==> src/rtl/sha512_pkg.sv <==
// Package with the SHA-512 constants, functions and shared types of the stream hasher.
`default_nettype none
package sha512_pkg;

    typedef enum logic [2:0] {
        ST_IDLE,
        ST_PAD,
        ST_INIT,
        ST_ROUND,
        ST_FINAL,
        ST_EMIT
    } ctrl_state_t;

    // Commands from the controller to the datapath.
    typedef struct packed {
        logic       load_word;    // store the input word at the fill slot
        logic       load_pad;     // write the pad pattern at pad_slot
        logic [3:0] pad_slot;
        logic [1:0] pad_kind;     // see PAD_* codes
        logic       init_work;    // copy hash state into working variables
        logic       round_en;     // run one round
        logic [6:0] round_idx;
        logic       add_state;    // add working variables into hash state
        logic       reset_state;  // restore initial values and clear counters
        logic       out_load;     // load output register with digest word
        logic [2:0] out_sel;
    } dp_cmd_t;

    localparam logic [1:0] PAD_ZERO   = 2'd0;
    localparam logic [1:0] PAD_MARK   = 2'd1;
    localparam logic [1:0] PAD_LENGTH = 2'd2;

    localparam logic [63:0] INITIAL_H [8] = '{
        64'h6a09e667f3bcc908, 64'hbb67ae8584caa73b, 64'h3c6ef372fe94f82b,
        64'ha54ff53a5f1d36f1, 64'h510e527fade682d1, 64'h9b05688c2b3e6c1f,
        64'h1f83d9abfb41bd6b, 64'h5be0cd19137e2179
    };

    localparam logic [63:0] ROUND_K [80] = '{
        64'h428a2f98d728ae22, 64'h7137449123ef65cd, 64'hb5c0fbcfec4d3b2f, 64'he9b5dba58189dbbc,
        64'h3956c25bf348b538, 64'h59f111f1b605d019, 64'h923f82a4af194f9b, 64'hab1c5ed5da6d8118,
        64'hd807aa98a3030242, 64'h12835b0145706fbe, 64'h243185be4ee4b28c, 64'h550c7dc3d5ffb4e2,
        64'h72be5d74f27b896f, 64'h80deb1fe3b1696b1, 64'h9bdc06a725c71235, 64'hc19bf174cf692694,
        64'he49b69c19ef14ad2, 64'hefbe4786384f25e3, 64'h0fc19dc68b8cd5b5, 64'h240ca1cc77ac9c65,
        64'h2de92c6f592b0275, 64'h4a7484aa6ea6e483, 64'h5cb0a9dcbd41fbd4, 64'h76f988da831153b5,
        64'h983e5152ee66dfab, 64'ha831c66d2db43210, 64'hb00327c898fb213f, 64'hbf597fc7beef0ee4,
        64'hc6e00bf33da88fc2, 64'hd5a79147930aa725, 64'h06ca6351e003826f, 64'h142929670a0e6e70,
        64'h27b70a8546d22ffc, 64'h2e1b21385c26c926, 64'h4d2c6dfc5ac42aed, 64'h53380d139d95b3df,
        64'h650a73548baf63de, 64'h766a0abb3c77b2a8, 64'h81c2c92e47edaee6, 64'h92722c851482353b,
        64'ha2bfe8a14cf10364, 64'ha81a664bbc423001, 64'hc24b8b70d0f89791, 64'hc76c51a30654be30,
        64'hd192e819d6ef5218, 64'hd69906245565a910, 64'hf40e35855771202a, 64'h106aa07032bbd1b8,
        64'h19a4c116b8d2d0c8, 64'h1e376c085141ab53, 64'h2748774cdf8eeb99, 64'h34b0bcb5e19b48a8,
        64'h391c0cb3c5c95a63, 64'h4ed8aa4ae3418acb, 64'h5b9cca4f7763e373, 64'h682e6ff3d6b2b8a3,
        64'h748f82ee5defb2fc, 64'h78a5636f43172f60, 64'h84c87814a1f0ab72, 64'h8cc702081a6439ec,
        64'h90befffa23631e28, 64'ha4506cebde82bde9, 64'hbef9a3f7b2c67915, 64'hc67178f2e372532b,
        64'hca273eceea26619c, 64'hd186b8c721c0c207, 64'heada7dd6cde0eb1e, 64'hf57d4f7fee6ed178,
        64'h06f067aa72176fba, 64'h0a637dc5a2c898a6, 64'h113f9804bef90dae, 64'h1b710b35131c471b,
        64'h28db77f523047d84, 64'h32caab7b40c72493, 64'h3c9ebe0a15c9bebc, 64'h431d67c49c100d4c,
        64'h4cc5d4becb3e42b6, 64'h597f299cfc657e2a, 64'h5fcb6fab3ad6faec, 64'h6c44198c4a475817
    };

    localparam logic [63:0] PAD_MARK_WORD = 64'h8000000000000000;

    function automatic logic [63:0] rotr(input logic [63:0] x, input int n);
        rotr = (x >> n) | (x << (64 - n));
    endfunction

endpackage
`default_nettype wire

==> src/rtl/sha512_ctrl.sv <==
// Controller state machine of the SHA-512 stream hasher.
`default_nettype none
module sha512_ctrl
(
    input  wire logic                  clk,
    input  wire logic                  rst_n,
    input  wire logic                  in_fire,
    input  wire logic                  in_last,
    input  wire logic [3:0]            in_count,
    input  wire logic [3:0]            fill_idx,
    input  wire logic                  out_busy,
    output logic                       in_ready,
    output sha512_pkg::dp_cmd_t        cmd
);
    import sha512_pkg::*;

    ctrl_state_t state_reg, state_next;
    logic [6:0]  round_reg, round_next;
    logic [3:0]  slot_reg, slot_next;
    logic [2:0]  out_reg, out_next;
    logic        final_reg, final_next;   // block being hashed is the length block
    logic        mark_reg, mark_next;     // 0x80 mark still owed
    logic        pad_owed_reg, pad_owed_next;

    always_ff @(posedge clk or negedge rst_n)
    begin
        if (!rst_n)
        begin
            state_reg <= ST_IDLE;
            round_reg <= '0;
            slot_reg  <= '0;
            out_reg   <= '0;
            final_reg <= 1'b0;
            mark_reg  <= 1'b0;
        end
        else
        begin
            state_reg <= state_next;
            round_reg <= round_next;
            slot_reg  <= slot_next;
            out_reg   <= out_next;
            final_reg <= final_next;
            mark_reg  <= mark_next;
        end
    end

    always_comb
    begin
        state_next = state_reg;
        round_next = round_reg;
        slot_next  = slot_reg;
        out_next   = out_reg;
        final_next = final_reg;
        mark_next  = mark_reg;
        in_ready   = 1'b0;
        cmd        = '0;
        cmd.round_idx = round_reg;
        cmd.pad_slot  = slot_reg;
        cmd.out_sel   = out_reg;
        case (state_reg)
            ST_IDLE:
            begin
                in_ready = 1'b1;
                if (in_fire)
                begin
                    cmd.load_word = 1'b1;
                    if (in_last)
                    begin
                        mark_next = (in_count >= 4'd8);
                        slot_next = fill_idx + 4'd1;
                        final_next = 1'b0;
                        if (fill_idx == 4'd15)
                            state_next = ST_INIT;
                        else
                            state_next = ST_PAD;
                    end
                    else if (fill_idx == 4'd15)
                    begin
                        final_next = 1'b0;
                        mark_next  = 1'b0;
                        state_next = ST_INIT;
                    end
                end
            end
            ST_PAD:
            begin
                // One slot per cycle: mark, zeros, and the length in slot 15.
                cmd.load_pad = 1'b1;
                if (mark_reg)
                begin
                    cmd.pad_kind = PAD_MARK;
                    mark_next = 1'b0;
                end
                else if (slot_reg == 4'd15 && final_reg)
                    cmd.pad_kind = PAD_LENGTH;
                else
                    cmd.pad_kind = PAD_ZERO;
                slot_next = slot_reg + 4'd1;
                if (slot_reg == 4'd15)
                    state_next = ST_INIT;
                else if (slot_reg == 4'd14 && !mark_reg)
                    final_next = 1'b1;
                else if (slot_reg == 4'd14 && mark_reg)
                    final_next = 1'b0;
                if (slot_reg == 4'd15 && !final_reg && mark_reg)
                    final_next = 1'b0;
            end
            ST_INIT:
            begin
                cmd.init_work = 1'b1;
                round_next = '0;
                state_next = ST_ROUND;
            end
            ST_ROUND:
            begin
                cmd.round_en = 1'b1;
                round_next = round_reg + 7'd1;
                if (round_reg == 7'd79)
                    state_next = ST_FINAL;
            end
            ST_FINAL:
            begin
                cmd.add_state = 1'b1;
                round_next = '0;
                if (final_reg)
                begin
                    out_next = '0;
                    state_next = ST_EMIT;
                end
                else if (pad_owed_reg)
                begin
                    slot_next = '0;
                    state_next = ST_PAD;
                end
                else
                    state_next = ST_IDLE;
            end
            ST_EMIT:
            begin
                if (!out_busy)
                begin
                    cmd.out_load = 1'b1;
                    out_next = out_reg + 3'd1;
                    if (out_reg == 3'd7)
                    begin
                        cmd.reset_state = 1'b1;
                        final_next = 1'b0;
                        state_next = ST_IDLE;
                    end
                end
            end
            default:
                state_next = ST_IDLE;
        endcase
    end

    // A padding run is owed after a block when the message ended but the
    // length block has not been hashed yet; slot_reg wraps to zero then.
    always_ff @(posedge clk or negedge rst_n)
    begin
        if (!rst_n)
            pad_owed_reg <= 1'b0;
        else
            pad_owed_reg <= pad_owed_next;
    end

    always_comb
    begin
        pad_owed_next = pad_owed_reg;
        if (state_reg == ST_IDLE && in_fire)
            pad_owed_next = in_last;
        else if (state_reg == ST_PAD && slot_reg == 4'd15 && !final_reg)
            pad_owed_next = 1'b1;
        else if (state_reg == ST_FINAL && final_reg)
            pad_owed_next = 1'b0;
    end

endmodule
`default_nettype wire

==> config.mk <==
export PLATFORM = sky130hd
export DESIGN_NAME = sha512_ctrl
export DESIGN_NICKNAME = d
export VERILOG_FILES = /design/src/rtl/sha512_pkg.sv /design/src/rtl/sha512_ctrl.sv
export SDC_FILE = /design/constraint.sdc
export NUM_CORES = 1
export LEC_CHECK = 0
export BUFFER_PORTS_ARGS = -buffer_cell sky130_fd_sc_hd__buf_2
export CAP_MARGIN = 20
export CORE_ASPECT_RATIO = 0.75
export CORE_MARGIN = 2
export CORE_UTILIZATION = 54
export CTS_CLUSTER_DIAMETER = 30
export DETAILED_ROUTE_END_ITERATION = 10
export PLACE_DENSITY = 0.91
export RECOVER_POWER = 50
export SYNTH_ARGS = -nofsm -noshare
export SYNTH_HDL_FRONTEND = slang
export SYNTH_SLANG_ARGS = --single-unit
==> constraint.sdc <==
create_clock -name clk -period 3.9 [get_ports clk]
set_clock_uncertainty 0.2 [all_clocks]
set_input_delay 0.39 -clock clk [delete_from_list [all_inputs] [get_ports clk]]
set_output_delay 0.39 -clock clk [all_outputs]
set_load 0.01 [all_outputs]
==> run metrics <==
All-Layer GR Usage 26.7%; library cells used by synthesis 42; CP endpoint kind output pin; DR DRC count 0; Post-synth EDFFs 0; H-tree lvl count 1; Die X 59.2 µm; Internal 0.568 mW; Initial DRC Count 43; Comb power frac 52.0%; routed len/inst 16.1 µm; row cnt 14; number of global-route vias before repair 1144; area share of the largest cell type after synthesis 40.6%; Synth Cell Area 0.00123 mm²; Crit path largest cell delay 630 ps; first-pass GRT wire length 5230 µm; slew margin rel. 30.3%; count leader, synth dfrtp_1; Mapped Cells 131; # hold bufs at CTS 1; multi-input logic area 693 µm²; cts repair resizes 0; Buf/Inv on CP 1; Final TNS setup 0 ps; Max VDD drop 0.441 mV; asr flop ratio synth 100%; Hold Vio Cnt, Final 0; gr ovfl total 0; critical path launch point type flop; CP Max Fanout 12; sequential area share after synthesis 40.6%; Core ar. 0.00208 mm²; antenna violations before repair 0; syn nets 148; unrepaired setup endpoints after global routing false; status complete, no violations; clock root buffer clkbuf_4; met3 WL 347 µm; Switch Pwr 0.494 mW; Synth Register Bits 20; sequential power share 38.6%; Ant. Diodes 0; Area Growth Syn to Fin 15.4%; WL met2 1330 µm; synth top area cells dfrtp_1, o21ai_0, a22o_1; largest net degree at the start of global routing 21; FILL cells 171; Worst-Margin Slew 1040 ps; final wirelength 3030 µm; NumNets Final 183; Worst-Skew Late Latency 310 ps; Pre-antenna DRT Iters 4; Die Y 45.4 µm; Crit path max-delay family simple AND/OR/NAND/NOR gates; Synth Flop Type dfrtp_1; final period utilization 67.1%; post-synth top area cell dfrtp_1; layout cell share with drive strength beyond 1 18.9%; Die Area 0.00269 mm²; input/output buffers 33; vias per cell 6.31; postcts setup bufs 0; clock sinks 20; clock transition at the registers of the reported paths 110 ps; M1 WL 1340 µm; critical path type flop to output pin; Final Critical Period 2620 ps; Inserted Clock Buffers 3; CTS tree done; Inst Count DP 184; Finished Layout Cells 188; critical path arrival 2030 ps; Worst EP required 3310 ps; initial core utilization 59.2%; Leak Pwr 0.669 nW; IO Pins 37; Max stage delay cell, worst path dfrtp_1; clk buf depth 2; Pwr per Cell Area 746 mW/mm²; Sw Share 46.5%; Routed Antenna Nets 0; DR top layer met4; synth cell count leaders dfrtp_1, o21ai_0, nand2_1, a22o_1, nor2_1; Setup Viol. Count Final 0; fmax 382 MHz; count of pins over their slew limit 0; Final GP Congestion 0.876; max_cap viols 0; HPWL after detailed placement 2270 µm; worst-path cell chain or3b_1 -> nor4b_1 -> buf_2; register area 500 µm²; Yosys Warn Count 0; syn_area_per_cell 9.42 µm²; hold crit path type primary input to flop; Vias 1187; clock share of power 9.3%; Largest register FFs 7
## final timing paths
path | startpoint | to | slack, ps | depth (start not counted)
worst min register to register | mark_reg | final_reg | 300 | 1
worst min-delay path | in_last | pad_owed_reg | 210 | 3
min in group asynchronous | rst_n | state_reg[1] | 600 | 2
max in group asynchronous | rst_n | final_reg | 2270 | 2
worst max register to register | state_reg[0] | slot_reg[2] | 1520 | 7
worst max-delay path | state_reg[0] | cmd[16] | 1280 | 3
## layer usage
layer / track usage [%] / vias to the layer above
li1: - / 564
met1: 36.3 / 545
met4: 8.64 / 0
met5: 0 / -
met2: 41.1 / 76
met3: 8.24 / 2
## kinds of logic after synthesis
group | share of synthesized area [%]
AOI/OAI and AO/OA | 26.6
xor gates and xnor gates | 0.710
adders and majority gates | 4.06
buffers and inverters | 3.24
DFF | 40.6
muxes | 3.85
and+or+nand+nor | 21.0
## tightest hold or removal path, stage by stage
cell,delay [ps]
buf_2,160
nand2_1,70
o21ai_0,70
## power groups by stage
stage	Clock [mW]	Combinational (mW)	Sequential, mW
6_report	0.0990	0.553	0.411
3_3_place_gp	0	0.526	0.399
5_1_grt	0.109	0.612	0.427
2_1_floorplan	0	0.418	0.376
4_1_cts	0.0992	0.563	0.404
3_5_place_dp	0	0.558	0.409
## final cells by class
class                           instances  area share [%]
Multi-Input combinational cell        102            48.7
Sequential cell                        20            35.1
Timing Repair Buffer                   34            11.2
Tap cell                               24            2.11
Clock buffer                            3            1.58
Inverter                                5            1.32
## cells in the final DEF, fill, tap and decap left out, types with 3 or more instances in the layout
master	n
a21oi_1	5
a22o_1	7
a31oi_1	3
and2_1	3
and3_1	4
buf_2	20
clkbuf_1	13
clkbuf_4	3
dfrtp_1	20
ha_1	4
inv_1	3
nand2_1	13
nand3b_1	4
nand4_1	4
nor2_1	7
nor3_1	4
o21ai_0	15
## per-stage QoR
step / setup slack, ps / power (mW) / utilization (%) / hold slack (ps) / area [µm²]
detailed placement: 1580 / 0.967 / 67.5 / 157 / 1410
floorplan: 1880 / 0.793 / - / -106 / 1230
finish: 1280 / 1.06 / 68.3 / 215 / 1420
CTS: 1300 / 1.07 / 69.1 / 217 / 1440
global placement: 1620 / 0.926 / 67.5 / 155 / 1410
global route: 1120 / 1.15 / 68.3 / 234 / 1420
Note: power is estimated with default switching activity, not from simulation.
